## src/rtl/mbe_pkg.sv

```systemverilog
// shared types, constants and helpers of the escape-time engine
package mbe_pkg;

    localparam int unsigned JOB_DEPTH = 2;
    localparam int unsigned JOB_PTR_W = (JOB_DEPTH > 1) ? $clog2(JOB_DEPTH) : 1;
    localparam int unsigned JOB_CNT_W = $clog2(JOB_DEPTH + 1);

    localparam int unsigned FRAC_BITS = 26;
    localparam int unsigned CFG_IDX_W = 3;

    localparam logic [CFG_IDX_W-1:0] CFG_ORIGIN_REAL    = 3'd0;
    localparam logic [CFG_IDX_W-1:0] CFG_ORIGIN_IMAG    = 3'd1;
    localparam logic [CFG_IDX_W-1:0] CFG_STEP_REAL      = 3'd2;
    localparam logic [CFG_IDX_W-1:0] CFG_STEP_IMAG      = 3'd3;
    localparam logic [CFG_IDX_W-1:0] CFG_ITERATION_LIMIT = 3'd4;
    localparam logic [CFG_IDX_W-1:0] CFG_ESCAPE_LIMIT   = 3'd5;

    localparam logic signed [31:0] RST_ORIGIN_REAL    = 32'shF800_0000; // -2.0
    localparam logic signed [31:0] RST_ORIGIN_IMAG    = 32'shFA00_0000; // -1.5
    localparam logic signed [31:0] RST_STEP_REAL      = 32'sd251658;
    localparam logic signed [31:0] RST_STEP_IMAG      = 32'sd251658;
    localparam logic [10:0]        RST_ITERATION_LIMIT = 11'd30;
    localparam logic [31:0]        RST_ESCAPE_LIMIT   = 32'h0800_0000; // 2.0

    typedef struct packed {
        logic signed [31:0] origin_real;
        logic signed [31:0] origin_imag;
        logic signed [31:0] step_real;
        logic signed [31:0] step_imag;
        logic [10:0]        iteration_limit;
        logic [31:0]        escape_limit;
    } t_cfg;

    typedef struct packed {
        logic [9:0] column;
        logic [9:0] row;
    } t_pixel;

    typedef struct packed {
        logic [9:0]  out_column;
        logic [9:0]  out_row;
        logic [10:0] iteration_count;
        logic        in_set;
        logic [31:0] magnitude_squared;
    } t_result;

    typedef struct packed {
        logic [9:0]         column;
        logic [9:0]         row;
        logic signed [31:0] c_re;
        logic signed [31:0] c_im;
    } t_job;

    // clamp a wide signed sum to the signed 32-bit range
    function automatic logic signed [31:0] sat_s32(input logic signed [43:0] v);
        logic signed [31:0] res;
        if (v > 44'sh7FFF_FFFF)
            res = 32'sh7FFF_FFFF;
        else if (v < -44'sh8000_0000)
            res = 32'sh8000_0000;
        else
            res = v[31:0];
        return res;
    endfunction

endpackage

```

## src/rtl/mbe_job_fifo.sv

```systemverilog
// short job queue between front end and iteration engine
module mbe_job_fifo (
    input  logic          i_clk,
    input  logic          i_rst_n,
    input  logic          i_push,
    input  mbe_pkg::t_job i_job,
    output logic          o_full,
    input  logic          i_pop,
    output mbe_pkg::t_job o_job,
    output logic          o_empty
);
    import mbe_pkg::*;

    t_job                 r_mem [JOB_DEPTH];
    logic [JOB_PTR_W-1:0] r_wr_ptr, r_rd_ptr;
    logic [JOB_CNT_W-1:0] r_count;

    logic w_wr, w_rd;

    assign o_full  = (r_count == JOB_CNT_W'(JOB_DEPTH));
    assign o_empty = (r_count == '0);
    assign w_wr    = i_push && !o_full;
    assign w_rd    = i_pop && !o_empty;
    assign o_job   = r_mem[r_rd_ptr];

    function automatic logic [JOB_PTR_W-1:0] ptr_inc(input logic [JOB_PTR_W-1:0] p);
        logic [JOB_PTR_W-1:0] res;
        if (p == JOB_PTR_W'(JOB_DEPTH - 1))
            res = '0;
        else
            res = p + 1'b1;
        return res;
    endfunction

    always_ff @(posedge i_clk) begin
        if (!i_rst_n) begin
            r_wr_ptr <= '0;
            r_rd_ptr <= '0;
            r_count  <= '0;
        end else begin
            if (w_wr) r_wr_ptr <= ptr_inc(r_wr_ptr);
            if (w_rd) r_rd_ptr <= ptr_inc(r_rd_ptr);
            if (w_wr && !w_rd)
                r_count <= r_count + 1'b1;
            else if (w_rd && !w_wr)
                r_count <= r_count - 1'b1;
        end
    end

    always_ff @(posedge i_clk) begin
        if (w_wr) r_mem[r_wr_ptr] <= i_job;
    end

    a_count_bound: assert property (@(posedge i_clk) disable iff (!i_rst_n)
        r_count <= JOB_CNT_W'(JOB_DEPTH))
        else $error("job queue over capacity");

endmodule

```

## config.mk

```make
export PLATFORM = sky130hd
export DESIGN_NAME = mbe_job_fifo
export DESIGN_NICKNAME = d
export VERILOG_FILES = /design/src/rtl/mbe_pkg.sv /design/src/rtl/mbe_job_fifo.sv
export SDC_FILE = /design/constraint.sdc
export NUM_CORES = 1
export LEC_CHECK = 0
export ABC_AREA = 1
export BUFFER_PORTS_ARGS = -buffer_cell sky130_fd_sc_hd__buf_2
export CAP_MARGIN = 20
export CELL_PAD_IN_SITES_DETAIL_PLACEMENT = 0
export CELL_PAD_IN_SITES_GLOBAL_PLACEMENT = 2
export CORE_ASPECT_RATIO = 0.6
export CORE_MARGIN = 5
export CORE_UTILIZATION = 38
export DETAILED_ROUTE_END_ITERATION = 6
export HOLD_SLACK_MARGIN = 0.1
export PLACE_DENSITY = 0.88
export SETUP_SLACK_MARGIN = 0.2
export SLEW_MARGIN = 5
export SYNTH_ARGS = -nofsm -noshare
export SYNTH_HDL_FRONTEND = slang
export SYNTH_SLANG_ARGS = --single-unit
```

## constraint.sdc

```tcl
create_clock -name i_clk -period 6 [get_ports i_clk]
set_input_delay 1.2 -clock i_clk [delete_from_list [all_inputs] [get_ports i_clk]]
set_output_delay 1.2 -clock i_clk [all_outputs]
set_load 0.01 [all_outputs]
```

; ---- After elaboration in Yosys (flattened, before gate mapping)
; Memory sizes are Yosys's and may differ from the RTL's. A register that Yosys moved wholly into a read port is not among the register bits.
; Index checks and enable logic that the tools add are counted.
[totals]
word_cells = 27
out_inout_bits = 86
mem_count = 1
ramBits = 168
in_bits = 88
register_bits = 4
[op_classes]
mux = 8
n_eq_ne = 1
n_addsub = 4
reduce_logical = 10
[mem_list]
columns = name, words, width, rd, rd_ports_with_merged_regs, wr, line
row1 = r_mem, 2, 84, 1, 1, 1, mbe_job_fifo.sv:14  ; t_job r_mem [JOB_DEPTH];
[ops]
columns = op, n
row1 = $mux W1, 6
row2 = $logic_and A1 B1 Y1, 4
row3 = $logic_not A1 Y1, 4
row4 = $mux W2, 2
row5 = $add A1 B1 Y1 const B, 2
row6 = $add A2 B1 Y2 const B, 1
row7 = $eq A2 B2 Y1 const B, 1
row8 = $logic_not A2 Y1, 1
row9 = $reduce_bool A2 Y1, 1
row10 = $sub A2 B1 Y2 const B, 1

; ---- Depth between registers and ports, before layout
; Gate-level depths: netlist of run 1.
[depth]
ltp_word = 7
ltp_mapped = 10
ltp_nobuf = 10

; ---- Worst setup path after synthesis of run 1
; No wires, ideal clock.
[synth_path]
kind = input -> register
startpoint = in i_push
endpoint = mem r_mem[0][0] in the netlist's numbering (enable)
n_path_buf = 0
slack_ps = 667
arrival_time_ps = 4806
required_time_ps = 5473
setup_time_ps = 527
stages = 2
cell_sequence = o21ai_1 > nor2_1
[synth_via]
elab_chain_cells = 3
[synth_rtl]
columns = element, line
row1 = from (decl), mbe_job_fifo.sv:5  ; input logic i_push,
row2 = $logic_and A1 B1 Y1, mbe_job_fifo.sv:22  ; assign w_wr = i_push && !o_full;
row3 = $mux W1, mbe_job_fifo.sv:51  ; if (w_wr) r_mem[r_wr_ptr] <= i_job;
row4 = $mux W1 (not written as such), mbe_job_fifo.sv:51
row5 = to (decl), mbe_job_fifo.sv:14
; Every way passes these cells.

==> impl_metrics.xml, run 1 <==
<?xml version="1.0" encoding="UTF-8"?>
<metrics>
  <group name="status">
    <metric name="run_status" unit="">complete, no violations</metric>
  </group>
  <group name="floorplan">
    <metric name="area_inside_the_core_boundary" unit="um2">17000</metric>
    <metric name="initial_core_util" unit="">0.384</metric>
    <metric name="die-height" unit="um">112</metric>
    <metric name="floorplan.io_pins" unit="">174</metric>
    <metric name="fp.dieArea" unit="um2">20000</metric>
    <metric name="die_x" unit="um">179</metric>
    <metric name="fp-row-count" unit="">37</metric>
  </group>
  <group name="critical_path">
    <metric name="worst_setup_path_end_kind" unit="">output pin</metric>
    <metric name="required" unit="ns">4.80</metric>
    <metric name="timing.rr.start" unit="">r_count[0]$_SDFFE_PN0P_</metric>
    <metric name="cp.arrival" unit="ns">2.45</metric>
    <metric name="crit_type" unit="">reg2out</metric>
    <metric name="cp_max_fo" unit="">60</metric>
    <metric name="reg2reg_to" unit="">r_mem[1][8]$_DFFE_PP_</metric>
    <metric name="worst-r2r-cell-count" unit="">4</metric>
    <metric name="reg_to_reg_slack_setup" unit="ns">4.14</metric>
    <metric name="crit_path_start_kind" unit="">flop</metric>
  </group>
  <group name="detailed_routing">
    <metric name="vias" unit="">3289</metric>
    <metric name="post_drt_wl_per_cell" unit="um">16.6</metric>
    <metric name="first_iter_violations" unit="">212</metric>
    <metric name="drtAntennaViolNets" unit="">0</metric>
    <metric name="first_pass_iters" unit="">4</metric>
    <metric name="route.detailed.vias_per_inst" unit="">4.49</metric>
    <metric name="drt_drc_violations_left" unit="">0</metric>
    <metric name="postRouteWirelength" unit="um">12200</metric>
  </group>
  <group name="layout">
    <metric name="antenna-diode-count" unit="">0</metric>
    <metric name="area_growth_syn_to_layout" unit="%">26.1</metric>
    <metric name="nNetsFinal" unit="">576</metric>
    <metric name="post_route_insts_no_fill" unit="">732</metric>
    <metric name="multi_input_comb_area" unit="um2">1290</metric>
    <metric name="postLayoutCellArea" unit="um2">8260</metric>
    <metric name="ff_latch_area" unit="um2">5150</metric>
    <metric name="postLayoutCoreUtil" unit="">0.485</metric>
    <metric name="filler_cell_count" unit="">1462</metric>
    <metric name="post_route_cells_drive_above_1_share" unit="">0.582</metric>
  </group>
  <group name="placement">
    <metric name="gp_routability_congestion" unit="">0.752</metric>
    <metric name="post_dp_cell_area" unit="um2">7660</metric>
    <metric name="placement.io_buffers" unit="">173</metric>
    <metric name="dp.final_hpwl" unit="um">8350</metric>
    <metric name="dp_slack" unit="ns">2.73</metric>
    <metric name="place_inst" unit="">700</metric>
  </group>
  <group name="sta">
    <metric name="slew_margin_rel" unit="">0.334</metric>
    <metric name="timing_max_transition_violations_final" unit="">0</metric>
    <metric name="max_freq" unit="MHz">274</metric>
    <metric name="finalClockSkew" unit="ns">0.00459</metric>
    <metric name="post-route-worst-setup-slack" unit="ns">2.35</metric>
    <metric name="period_share" unit="">0.609</metric>
    <metric name="final-hold-violation-count" unit="">0</metric>
    <metric name="grt_setup_unrepaired" unit="">no</metric>
    <metric name="timing.setup.tns" unit="ns">0</metric>
    <metric name="final-setup-viol-count" unit="">0</metric>
    <metric name="final_period_minus_worst_setup_slack" unit="ns">3.65</metric>
    <metric name="timing_worst_slew_pin_value" unit="ns">0.999</metric>
  </group>
  <group name="synthesis">
    <metric name="syn_nets" unit="">388</metric>
    <metric name="post-synth-top-count-cell" unit="">sky130_fd_sc_hd__edfxtp_1</metric>
    <metric name="synth.top_cells.by_count" unit="">sky130_fd_sc_hd__edfxtp_1 (168), sky130_fd_sc_hd__mux2_4 (60), sky130_fd_sc_hd__mux2_2 (24), sky130_fd_sc_hd__nor2_1 (11), sky130_fd_sc_hd__inv_1 (9)</metric>
    <metric name="seq_area_frac_synth" unit="">0.786</metric>
    <metric name="yosys.cell_types.count" unit="">15</metric>
    <metric name="yosys_most_used_dff" unit="">sky130_fd_sc_hd__edfxtp_1</metric>
    <metric name="synthesis.area" unit="um2">6550</metric>
    <metric name="synth_top_cells_by_area" unit="">sky130_fd_sc_hd__edfxtp_1 (77%), sky130_fd_sc_hd__mux2_4 (14%), sky130_fd_sc_hd__mux2_2 (4.1%), sky130_fd_sc_hd__dfxtp_1 (1.5%), sky130_fd_sc_hd__buf_6 (1.2%)</metric>
    <metric name="synth_top_area_cell" unit="">sky130_fd_sc_hd__edfxtp_1</metric>
    <metric name="synth-edff-count" unit="">168</metric>
    <metric name="yosysTopAreaCellShare" unit="">0.771</metric>
    <metric name="synth_area_per_cell" unit="um2">21.9</metric>
    <metric name="synth.ff_latch_count" unit="">173</metric>
    <metric name="share_of_async_settable_or_async_resettable_flops_after_synthesis" unit="">0</metric>
    <metric name="synth-warning-count" unit="">0</metric>
    <metric name="syn-instance-count" unit="">299</metric>
  </group>
  <group name="clock_tree">
    <metric name="cts.root.buffer_cell" unit="">sky130_fd_sc_hd__clkbuf_16</metric>
    <metric name="tritoncts.num_buffers" unit="">17</metric>
    <metric name="cts_tree" unit="">done</metric>
    <metric name="insertion_delay" unit="ns">0.41</metric>
    <metric name="postCtsSetupRepairBufs" unit="">0</metric>
    <metric name="worst_setup_hold_path_clk_slew" unit="ns">0.06</metric>
    <metric name="h-tree-depth" unit="">4</metric>
    <metric name="max-clock-path-buffers" unit="">2</metric>
    <metric name="cts.sinks" unit="">173</metric>
    <metric name="holdBufCountCts" unit="">0</metric>
    <metric name="cts-resized-gates" unit="">0</metric>
  </group>
  <group name="power">
    <metric name="static-leakage-power" unit="uW">0.00320</metric>
    <metric name="swShare" unit="">0.260</metric>
    <metric name="power_switching" unit="uW">889</metric>
    <metric name="comb_power_share" unit="">0.226</metric>
    <metric name="pwr-share-clk" unit="">0.299</metric>
    <metric name="p_per_area" unit="nW/um2">415</metric>
    <metric name="power_frac_seq" unit="">0.475</metric>
    <metric name="cell_internal_pwr" unit="uW">2530</metric>
    <metric name="irDropWorstVdd" unit="mV">0.195</metric>
  </group>
  <group name="worst_hold_path">
    <metric name="min_path_cells" unit="">2</metric>
    <metric name="min_delay_worst_endpoint" unit="">r_rd_ptr$_SDFFE_PN0P_</metric>
    <metric name="worst_hold_path_type" unit="">reg2reg</metric>
    <metric name="timing.hold.worst.start" unit="">r_rd_ptr$_SDFFE_PN0P_</metric>
  </group>
  <group name="global_routing">
    <metric name="grt.overflow.total" unit="">0</metric>
    <metric name="number_of_antenna_violations_at_the_first_check_in_global_routing" unit="">2</metric>
    <metric name="grt_usage" unit="">0.126</metric>
    <metric name="grt_first_pass_wirelength" unit="um">19400</metric>
    <metric name="grt_start_max_net_pins" unit="">85</metric>
    <metric name="first_global_vias" unit="">3560</metric>
  </group>
  <group name="flow_run">
    <metric name="cap_viol_max_count" unit="">0</metric>
  </group>
</metrics>
==> registers in the layout, indices dropped and copies added (netlist names), named ones only <==
signal and count:
r_rd_ptr 1, r_wr_ptr 1, r_count 2, r_mem 168
==> cell families (layout without fill, tap and decap cells) <==
| group | count (synthesis) | count (layout) | share of synthesized area |
|---|---|---|---|
| AND/OR/NAND/NOR | 19 | 19 | 0.0115 |
| AO/OA/AOI/OAI | 4 | 4 | 0.00306 |
| multiplexers | 84 | 84 | 0.179 |
| flip-flops | 173 | 173 | 0.786 |
| adder cells (fa/ha/maj) | 1 | 1 | 0.00191 |
| buffers and inverters | 18 | 217 | 0.0187 |
==> placed cells by master (no fill, tap or decap) <==
cell and n:
sky130_fd_sc_hd__inv_6 2, sky130_fd_sc_hd__o21ai_0 2, sky130_fd_sc_hd__ha_1 1, sky130_fd_sc_hd__nand4_1 1, sky130_fd_sc_hd__clkbuf_16 17, sky130_fd_sc_hd__buf_12 1, sky130_fd_sc_hd__buf_16 1, sky130_fd_sc_hd__mux2_2 24
sky130_fd_sc_hd__clkinv_1 4, sky130_fd_sc_hd__edfxtp_1 168, sky130_fd_sc_hd__buf_2 173, sky130_fd_sc_hd__clkbuf_1 1, sky130_fd_sc_hd__clkinv_4 2, sky130_fd_sc_hd__buf_4 3, sky130_fd_sc_hd__nand2_1 6, sky130_fd_sc_hd__nand3_1 1
sky130_fd_sc_hd__a21oi_1 1, sky130_fd_sc_hd__clkinvlp_4 1, sky130_fd_sc_hd__clkinv_2 1, sky130_fd_sc_hd__dfxtp_1 4, sky130_fd_sc_hd__dfxtp_4 1, sky130_fd_sc_hd__o21ai_1 1, sky130_fd_sc_hd__mux2_4 60, sky130_fd_sc_hd__nor2_4 2
sky130_fd_sc_hd__bufinv_16 2, sky130_fd_sc_hd__inv_1 9, sky130_fd_sc_hd__nor2_1 9
==> per-stage QoR <==
step / hold WS (ns) / total power [uW]
finish: 0.512 / 3420
global route: 0.519 / 3600
CTS: 0.512 / 3460
detailed placement: 0.492 / 2430
global placement: 0.481 / 2420
floorplan: 0.467 / 2160
==> routing by layer <==
metal | up-vias | GRT usage | wire, um
met2 | 158 | 0.174 | 4970
li1 | 1535 | - | -
met1 | 1570 | 0.173 | 5770
met4 | 4 | 0.0426 | 157
met3 | 22 | 0.0633 | 1240
met5 | - | 0 | 27
==> worst max-delay path by stage <==
| stage | slack, ns | end | cells after the start | from |
|---|---|---|---|---|
| 6_report | 2.35 | o_job[39] | 3 | flop |
| 3_3_place_gp | 2.75 | o_job[24] | 3 | flop |
| 5_1_grt | 2.18 | o_job[39] | 3 | flop |
| 4_1_cts | 2.27 | o_job[39] | 3 | flop |
| 3_5_place_dp | 2.73 | o_job[39] | 3 | flop |
| 2_1_floorplan | 0.67 | r_mem[0][0]$_DFFE_PP_ | 2 | i_push |
==> cell type report <==
type,count,area share
inverters,9,0.00409
well taps,234,0.0355
flip-flops and latches,173,0.624
repair buffers,178,0.113
clock inverters,12,0.0149
multi-input cells,108,0.157
clock buffers,18,0.0520
==> power by group through the flow <==
stage	registers (uW)	clock network (uW)	logic (uW)
5_1_grt	1650	1110	837
4_1_cts	1640	1050	773
3_5_place_dp	1660	0	769
2_1_floorplan	1610	0	557
3_3_place_gp	1650	0	761
6_report	1630	1030	772
==> critical path, stage by stage (launching register included) <==
cell                      delay, ns
sky130_fd_sc_hd__dfxtp_4       1.01
sky130_fd_sc_hd__buf_4         0.53
sky130_fd_sc_hd__mux2_4        0.35
sky130_fd_sc_hd__buf_2         0.14
No activity file was read; power rests on OpenSTA's default activity.
==> run 2: changes to the inputs <==
--- a/config.mk
+++ b/config.mk
@@ -5,7 +5,7 @@
 export SDC_FILE = /design/constraint.sdc
 export NUM_CORES = 1
 export LEC_CHECK = 0
-export ABC_AREA = 1
+export ABC_AREA = 0
 export BUFFER_PORTS_ARGS = -buffer_cell sky130_fd_sc_hd__buf_2
 export CAP_MARGIN = 20
 export CELL_PAD_IN_SITES_DETAIL_PLACEMENT = 0
==> constraint.sdc (replaced) <==
create_clock -name i_clk -period 3.5 [get_ports i_clk]
set_input_delay 0.7 -clock i_clk [delete_from_list [all_inputs] [get_ports i_clk]]
set_output_delay 0.7 -clock i_clk [all_outputs]
set_load 0.01 [all_outputs]
==> run 2 against run 1 <==
Synthesized cell count down 4.3%. First-iteration DRC count down 6.1%. Core utilization up 1.3 points. Clock skew up 0.00055 ns.
==> impl_metrics.xml, run 2 <==
<?xml version="1.0" encoding="UTF-8"?>
<metrics>
  <group name="layout">
    <metric name="top_register" unit="">r_mem</metric>
    <metric name="postLayoutCellArea" unit="um2">8090</metric>
    <metric name="nNetsFinal" unit="">561</metric>
    <metric name="filler_cell_count" unit="">1357</metric>
    <metric name="area_growth_syn_to_layout" unit="%">28.2</metric>
    <metric name="most-common-layout-cells" unit="">sky130_fd_sc_hd__buf_2 (173), sky130_fd_sc_hd__edfxtp_1 (168), sky130_fd_sc_hd__mux2_1 (60), sky130_fd_sc_hd__mux2_2 (24), sky130_fd_sc_hd__clkbuf_16 (17)</metric>
    <metric name="post_route_cells_drive_above_1_share" unit="">0.485</metric>
    <metric name="multi_input_comb_area" unit="um2">1080</metric>
    <metric name="ff_latch_area" unit="um2">5150</metric>
    <metric name="final_common_cell" unit="">sky130_fd_sc_hd__buf_2</metric>
    <metric name="largest_register_ff_count" unit="">168</metric>
    <metric name="top_regs" unit="">r_mem x168, r_count x2</metric>
  </group>
  <group name="floorplan">
    <metric name="die_x" unit="um">176</metric>
    <metric name="die-height" unit="um">110</metric>
    <metric name="floorplan.io_pins" unit="">174</metric>
    <metric name="fp-row-count" unit="">36</metric>
    <metric name="initial_core_util" unit="">0.388</metric>
    <metric name="area_inside_the_core_boundary" unit="um2">16300</metric>
    <metric name="fp.dieArea" unit="um2">19400</metric>
  </group>
  <group name="synthesis">
    <metric name="synth.ff_latch_count" unit="">173</metric>
    <metric name="synth.top_cells.by_count" unit="">sky130_fd_sc_hd__edfxtp_1 (168), sky130_fd_sc_hd__mux2_1 (60), sky130_fd_sc_hd__mux2_2 (24), sky130_fd_sc_hd__buf_6 (6), sky130_fd_sc_hd__dfxtp_1 (5)</metric>
    <metric name="yosys_most_used_dff" unit="">sky130_fd_sc_hd__edfxtp_1</metric>
    <metric name="post-synth-top-count-cell" unit="">sky130_fd_sc_hd__edfxtp_1</metric>
    <metric name="share_of_async_settable_or_async_resettable_flops_after_synthesis" unit="">0</metric>
    <metric name="synth_top_cells_by_area" unit="">sky130_fd_sc_hd__edfxtp_1 (80%), sky130_fd_sc_hd__mux2_1 (11%), sky130_fd_sc_hd__mux2_2 (4.3%), sky130_fd_sc_hd__dfxtp_1 (1.6%), sky130_fd_sc_hd__buf_6 (1.1%)</metric>
    <metric name="synth_top_area_cell" unit="">sky130_fd_sc_hd__edfxtp_1</metric>
    <metric name="syn-instance-count" unit="">286</metric>
    <metric name="synth-warning-count" unit="">0</metric>
    <metric name="synth-edff-count" unit="">168</metric>
    <metric name="synth_area_per_cell" unit="um2">22.1</metric>
    <metric name="seq_area_frac_synth" unit="">0.815</metric>
    <metric name="synthesis.area" unit="um2">6310</metric>
    <metric name="yosysTopAreaCellShare" unit="">0.800</metric>
    <metric name="yosys.cell_types.count" unit="">23</metric>
    <metric name="syn_nets" unit="">375</metric>
  </group>
  <group name="clock_tree">
    <metric name="holdBufCountCts" unit="">0</metric>
    <metric name="cts_tree" unit="">done</metric>
    <metric name="h-tree-depth" unit="">4</metric>
    <metric name="cts.sinks" unit="">173</metric>
    <metric name="max-clock-path-buffers" unit="">2</metric>
    <metric name="insertion_delay" unit="ns">0.41</metric>
    <metric name="cts-resized-gates" unit="">0</metric>
    <metric name="worst_setup_hold_path_clk_slew" unit="ns">0.07</metric>
    <metric name="cts.root.buffer_cell" unit="">sky130_fd_sc_hd__clkbuf_16</metric>
    <metric name="tritoncts.num_buffers" unit="">17</metric>
    <metric name="postCtsSetupRepairBufs" unit="">0</metric>
  </group>
  <group name="global_routing">
    <metric name="grt_usage" unit="">0.127</metric>
    <metric name="grt_first_pass_wirelength" unit="um">18400</metric>
    <metric name="grt.overflow.total" unit="">0</metric>
    <metric name="first_global_vias" unit="">3463</metric>
    <metric name="number_of_antenna_violations_at_the_first_check_in_global_routing" unit="">0</metric>
    <metric name="grt_start_max_net_pins" unit="">86</metric>
  </group>
  <group name="detailed_routing">
    <metric name="detailroute.wirelength.met3" unit="um">1130</metric>
    <metric name="first_iter_violations" unit="">199</metric>
    <metric name="route.detailed.vias_per_inst" unit="">4.54</metric>
    <metric name="drtAntennaViolNets" unit="">0</metric>
    <metric name="post_drt_wl_per_cell" unit="um">17.3</metric>
    <metric name="postRouteWirelength" unit="um">12400</metric>
    <metric name="first_pass_iters" unit="">4</metric>
    <metric name="vias" unit="">3247</metric>
    <metric name="top_layer" unit="">met4</metric>
    <metric name="drt_drc_violations_left" unit="">0</metric>
    <metric name="met1_length" unit="um">5700</metric>
    <metric name="detailroute.wirelength.met2" unit="um">5400</metric>
  </group>
  <group name="critical_path">
    <metric name="worst-r2r-cell-count" unit="">3</metric>
    <metric name="cp_max_fo" unit="">45</metric>
    <metric name="cp.arrival" unit="ns">2.04</metric>
    <metric name="crit_path_start_kind" unit="">flop</metric>
    <metric name="reg_to_reg_slack_setup" unit="ns">1.60</metric>
    <metric name="required" unit="ns">2.80</metric>
    <metric name="slowest_delay" unit="ns">0.74</metric>
    <metric name="cp_num_buf_inv" unit="">2</metric>
    <metric name="worstPathCellList" unit="">buf_12, mux2_1, buf_2</metric>
    <metric name="crit_type" unit="">reg2out</metric>
    <metric name="critical_path_cell_count" unit="">3</metric>
    <metric name="timing.rr.start" unit="">r_count[0]$_SDFFE_PN0P_</metric>
    <metric name="critPathSlowestCell" unit="">sky130_fd_sc_hd__dfxtp_4</metric>
    <metric name="critical_path.endpoint" unit="">o_job[13]</metric>
    <metric name="worst_path_dominant_cell_family" unit="">flip-flops</metric>
    <metric name="worst_setup_path_end_kind" unit="">output pin</metric>
    <metric name="reg2reg_to" unit="">r_mem[1][14]$_DFFE_PP_</metric>
  </group>
  <group name="flow_run">
    <metric name="cap_viol_max_count" unit="">0</metric>
  </group>
  <group name="worst_hold_path">
    <metric name="worst_hold_path_type" unit="">in2reg</metric>
  </group>
  <group name="status">
    <metric name="run_status" unit="">complete, no violations</metric>
  </group>
  <group name="power">
    <metric name="pwr-share-clk" unit="">0.331</metric>
    <metric name="p_per_area" unit="nW/um2">743</metric>
    <metric name="power_frac_seq" unit="">0.457</metric>
    <metric name="swShare" unit="">0.268</metric>
    <metric name="static-leakage-power" unit="uW">0.00300</metric>
    <metric name="irDropWorstVdd" unit="mV">0.337</metric>
    <metric name="comb_power_share" unit="">0.212</metric>
    <metric name="power_switching" unit="uW">1610</metric>
    <metric name="cell_internal_pwr" unit="uW">4390</metric>
  </group>
  <group name="sta">
    <metric name="max_freq" unit="MHz">364</metric>
    <metric name="timing_worst_slew_pin_value" unit="ns">0.655</metric>
    <metric name="finalClockSkew" unit="ns">0.00514</metric>
    <metric name="grt_setup_unrepaired" unit="">no</metric>
    <metric name="final_period_minus_worst_setup_slack" unit="ns">2.74</metric>
    <metric name="timing_max_transition_violations_final" unit="">0</metric>
    <metric name="final-hold-violation-count" unit="">0</metric>
    <metric name="timing.setup.tns" unit="ns">0</metric>
    <metric name="final-setup-viol-count" unit="">0</metric>
    <metric name="slew_margin_rel" unit="">0.563</metric>
    <metric name="period_share" unit="">0.784</metric>
  </group>
  <group name="placement">
    <metric name="post_dp_cell_area" unit="um2">7450</metric>
    <metric name="dp.final_hpwl" unit="um">8140</metric>
    <metric name="placement.io_buffers" unit="">173</metric>
    <metric name="gp_routability_congestion" unit="">0.726</metric>
  </group>
</metrics>
==> run 2: changes by cell type in the layout (fill, tap and decap cells not counted), moves of 3 or more <==
cell / delta
sky130_fd_sc_hd__and2_1: +3
sky130_fd_sc_hd__buf_4: -3
sky130_fd_sc_hd__clkinv_1: -4
sky130_fd_sc_hd__clkinvlp_4: +3
sky130_fd_sc_hd__inv_1: -8
sky130_fd_sc_hd__inv_6: +3
sky130_fd_sc_hd__mux2_1: +60
sky130_fd_sc_hd__mux2_4: -60
sky130_fd_sc_hd__nand2_1: -6
sky130_fd_sc_hd__nor2_1: -7
==> run 2: per-stage QoR <==
step | instances | hold slack, ns | utilization | setup slack, ns | power [uW]
detailed placement | 681 | 0.558 | 0.458 | 1.13 | 4090
global route | 713 | 0.439 | 0.497 | 0.633 | 6300
CTS | 713 | 0.442 | 0.497 | 0.665 | 6110
finish | 715 | 0.470 | 0.497 | 0.755 | 6010
floorplan | 286 | 0.483 | - | 0.260 | 3570
global placement | 681 | 0.496 | 0.458 | 1.12 | 4060
==> run 2: how the worst min path moves through the flow <==
stage | startpoint | endpoint | slack (ns) | depth (start not counted)
detailed placement | r_count[1]$_SDFFE_PN0P_ | r_count[1]$_SDFFE_PN0P_ | 0.56 | 2
floorplan | r_count[1]$_SDFFE_PN0P_ | r_count[1]$_SDFFE_PN0P_ | 0.48 | 2
global route | i_job[8] | r_mem[1][8]$_DFFE_PP_ | 0.44 | 1
CTS | i_job[28] | r_mem[1][28]$_DFFE_PP_ | 0.44 | 1
global placement | r_count[1]$_SDFFE_PN0P_ | r_count[1]$_SDFFE_PN0P_ | 0.50 | 2
finish | i_job[28] | r_mem[1][28]$_DFFE_PP_ | 0.47 | 1
==> run 2: power by group through the flow <==
stage	combinational [uW]	clock, uW	sequential (uW)
after detailed placement	1290	0	2800
after global routing	1390	2140	2770
after global placement	1280	0	2780
after CTS	1310	2050	2750
final	1270	1990	2750
after floorplan	857	0	2710
==> run 2: worst register-to-register path, stage by stage, from the launching register on <==
cell	delay, ns
sky130_fd_sc_hd__dfxtp_1	0.41
sky130_fd_sc_hd__nand2b_1	0.18
sky130_fd_sc_hd__and3_4	0.55
sky130_fd_sc_hd__buf_12	0.39
==> run 2: metal layers <==
layer,track usage,up-vias
li1,-,1505
met1,0.167,1601
met2,0.187,129
met3,0.0567,12
met4,0.0480,0
met5,0,-
==> run 2: cell families after synthesis <==
group                      count (synthesis)  synth area share
DFF                                      173             0.815
and+or+nand+nor                            9           0.00873
xor gates and xnor gates                   3           0.00416
AOI/OAI and AO/OA                          5           0.00516
muxes                                     84             0.150
buffers and inverters                     11            0.0147
adders and majority gates                  1           0.00198
==> run 2: cell type report <==
cell class / instances / share of cell area
diodes: 2 / 0.000619
clock buffers: 18 / 0.0531
clock inverters: 14 / 0.0251
inverters: 2 / 0.000928
multi-input cells: 102 / 0.134
flip-flops and latches: 173 / 0.637
well taps: 228 / 0.0353
repair buffers: 176 / 0.114
==> run 3: changes to the inputs <==
==> constraint.sdc (replaced) <==
create_clock -name i_clk -period 2.9 [get_ports i_clk]
set_input_delay 0.58 -clock i_clk [delete_from_list [all_inputs] [get_ports i_clk]]
set_output_delay 0.58 -clock i_clk [all_outputs]
set_load 0.01 [all_outputs]
==> run 3 against run 2 <==
Die area unchanged. Combinational power increased by 24%. Clock-buffer cell count shrank 1. Critical path depth is the same. Sequential share of layout area grew 0.10 points. Cell count increased by 0.28%. Largest cell class unchanged.
==> impl_metrics.xml, run 3 (synthesis gave the netlist of run 2 again) <==
<?xml version="1.0" encoding="UTF-8"?>
<metrics>
  <group name="layout">
    <metric name="most-common-layout-cells" unit="">sky130_fd_sc_hd__buf_2 (173), sky130_fd_sc_hd__edfxtp_1 (168), sky130_fd_sc_hd__mux2_1 (60), sky130_fd_sc_hd__mux2_2 (24), sky130_fd_sc_hd__clkbuf_16 (17)</metric>
    <metric name="area_growth_syn_to_layout" unit="%">28.0</metric>
    <metric name="largest_register_ff_count" unit="">168</metric>
    <metric name="post_route_cells_drive_above_1_share" unit="">0.488</metric>
    <metric name="top_register" unit="">r_mem</metric>
    <metric name="final_common_cell" unit="">sky130_fd_sc_hd__buf_2</metric>
    <metric name="top_regs" unit="">r_mem x168, r_count x2</metric>
    <metric name="nNetsFinal" unit="">564</metric>
  </group>
  <group name="clock_tree">
    <metric name="cts.root.buffer_cell" unit="">sky130_fd_sc_hd__clkbuf_16</metric>
    <metric name="cts.sinks" unit="">173</metric>
    <metric name="tritoncts.num_buffers" unit="">17</metric>
    <metric name="h-tree-depth" unit="">4</metric>
    <metric name="cts-resized-gates" unit="">0</metric>
    <metric name="holdBufCountCts" unit="">0</metric>
    <metric name="worst_setup_hold_path_clk_slew" unit="ns">0.06</metric>
    <metric name="cts_tree" unit="">done</metric>
    <metric name="insertion_delay" unit="ns">0.41</metric>
    <metric name="max-clock-path-buffers" unit="">2</metric>
    <metric name="postCtsSetupRepairBufs" unit="">0</metric>
  </group>
  <group name="critical_path">
    <metric name="cp_max_fo" unit="">33</metric>
    <metric name="crit_type" unit="">reg2out</metric>
    <metric name="required" unit="ns">2.32</metric>
    <metric name="critical_path.endpoint" unit="">o_job[0]</metric>
    <metric name="cp.arrival" unit="ns">1.96</metric>
    <metric name="reg2reg_to" unit="">r_mem[0][24]$_DFFE_PP_</metric>
    <metric name="worst_setup_path_end_kind" unit="">output pin</metric>
    <metric name="worst-r2r-cell-count" unit="">4</metric>
    <metric name="crit_path_start_kind" unit="">flop</metric>
    <metric name="reg_to_reg_slack_setup" unit="ns">1.23</metric>
    <metric name="timing.rr.start" unit="">r_count[0]$_SDFFE_PN0P_</metric>
  </group>
  <group name="sta">
    <metric name="final_period_minus_worst_setup_slack" unit="ns">2.54</metric>
    <metric name="timing_max_transition_violations_final" unit="">0</metric>
    <metric name="post-route-worst-setup-slack" unit="ns">0.360</metric>
    <metric name="period_share" unit="">0.876</metric>
    <metric name="grt_setup_unrepaired" unit="">no</metric>
    <metric name="timing_worst_slew_pin_value" unit="ns">0.620</metric>
    <metric name="max_freq" unit="MHz">394</metric>
    <metric name="final-hold-violation-count" unit="">0</metric>
    <metric name="slew_margin_rel" unit="">0.587</metric>
    <metric name="fin_hold_ws" unit="ns">0.354</metric>
    <metric name="final-setup-viol-count" unit="">0</metric>
    <metric name="finalClockSkew" unit="ns">0.00674</metric>
  </group>
  <group name="floorplan">
    <metric name="floorplan.io_pins" unit="">174</metric>
    <metric name="die-height" unit="um">110</metric>
    <metric name="fp-row-count" unit="">36</metric>
    <metric name="die_x" unit="um">176</metric>
    <metric name="fp.dieArea" unit="um2">19400</metric>
    <metric name="initial_core_util" unit="">0.388</metric>
    <metric name="area_inside_the_core_boundary" unit="um2">16300</metric>
  </group>
  <group name="worst_hold_path">
    <metric name="worst_hold_path_type" unit="">in2reg</metric>
    <metric name="timing.hold.worst.start" unit="">i_job[67]</metric>
  </group>
  <group name="global_routing">
    <metric name="grt_first_pass_wirelength" unit="um">19100</metric>
    <metric name="grt_start_max_net_pins" unit="">45</metric>
    <metric name="number_of_antenna_violations_at_the_first_check_in_global_routing" unit="">2</metric>
    <metric name="first_global_vias" unit="">3548</metric>
    <metric name="grt_usage" unit="">0.132</metric>
    <metric name="grt.overflow.total" unit="">0</metric>
  </group>
  <group name="power">
    <metric name="irDropWorstVdd" unit="mV">0.514</metric>
    <metric name="p_per_area" unit="nW/um2">886</metric>
    <metric name="static-leakage-power" unit="uW">0.00300</metric>
  </group>
  <group name="detailed_routing">
    <metric name="first_iter_violations" unit="">144</metric>
    <metric name="postRouteWirelength" unit="um">12500</metric>
    <metric name="post_drt_wl_per_cell" unit="um">17.5</metric>
    <metric name="vias" unit="">3256</metric>
    <metric name="drtAntennaViolNets" unit="">0</metric>
    <metric name="drt_drc_violations_left" unit="">0</metric>
    <metric name="first_pass_iters" unit="">4</metric>
    <metric name="route.detailed.vias_per_inst" unit="">4.54</metric>
  </group>
  <group name="placement">
    <metric name="gp_routability_congestion" unit="">0.776</metric>
    <metric name="dp_slack" unit="ns">0.757</metric>
    <metric name="placement.io_buffers" unit="">173</metric>
    <metric name="dp.final_hpwl" unit="um">8500</metric>
  </group>
  <group name="status">
    <metric name="run_status" unit="">complete, no violations</metric>
  </group>
  <group name="flow_run">
    <metric name="cap_viol_max_count" unit="">0</metric>
  </group>
</metrics>
==> run 3: power breakdown <==
group	internal [uW]	switching [uW]	leakage, uW
combinational	716	860	0.00111
sequential	3140	157	0.00161
clock	1350	924	0.000285
total	5210	1940	0.00300
==> run 3: worst min path at each step <==
stage / to / slack (ns) / depth (start not counted)
2_1_floorplan: r_count[1]$_SDFFE_PN0P_ / 0.52 / 2
3_3_place_gp: r_count[1]$_SDFFE_PN0P_ / 0.53 / 2
3_5_place_dp: r_count[1]$_SDFFE_PN0P_ / 0.55 / 2
4_1_cts: r_mem[0][27]$_DFFE_PP_ / 0.33 / 1
5_1_grt: r_mem[0][27]$_DFFE_PP_ / 0.32 / 1
6_report: r_mem[1][67]$_DFFE_PP_ / 0.35 / 1
==> run 3: layout make-up <==
class | instances | area [um2]
Antenna cell | 1 | 2.50
Multi-Input combinational cell | 102 | 1090
Clock buffer | 17 | 425
Timing Repair Buffer | 179 | 936
Inverter | 2 | 17.5
Sequential cell | 173 | 5150
Tap cell | 228 | 285
Fill cell | 1338 | 8180
Clock inverter | 15 | 169
==> run 3: per-layer routing <==
| metal | up-vias | wire length [um] | part of all wire | GRT usage |
|---|---|---|---|---|
| li1 | 1506 | - | - | - |
| met1 | 1587 | 5470 | 0.44 | 0.168 |
| met2 | 144 | 5360 | 0.43 | 0.194 |
| met3 | 15 | 1560 | 0.12 | 0.0722 |
| met4 | 4 | 133 | 0.011 | 0.0430 |
| met5 | - | 19 | 0.0015 | 0 |
==> run 3: critical path: stages, from the launching register on <==
cell and delay [ns]:
sky130_fd_sc_hd__dfxtp_4 0.68, sky130_fd_sc_hd__buf_4 0.35, sky130_fd_sc_hd__mux2_2 0.37, sky130_fd_sc_hd__buf_2 0.14
==> run 3: per-stage QoR <==
stage                     area [um2]  TNS [ns]  total power (uW)  instances  utilization
after floorplan                 6340    -10.71              4310        286            -
after CTS                       8070         0              7270        716        0.497
final                           8080         0              7160        717        0.497
after global placement          7480         0              4920        684        0.460
after global routing            8070         0              7520        716        0.497
after detailed placement        7480         0              4960        684        0.460
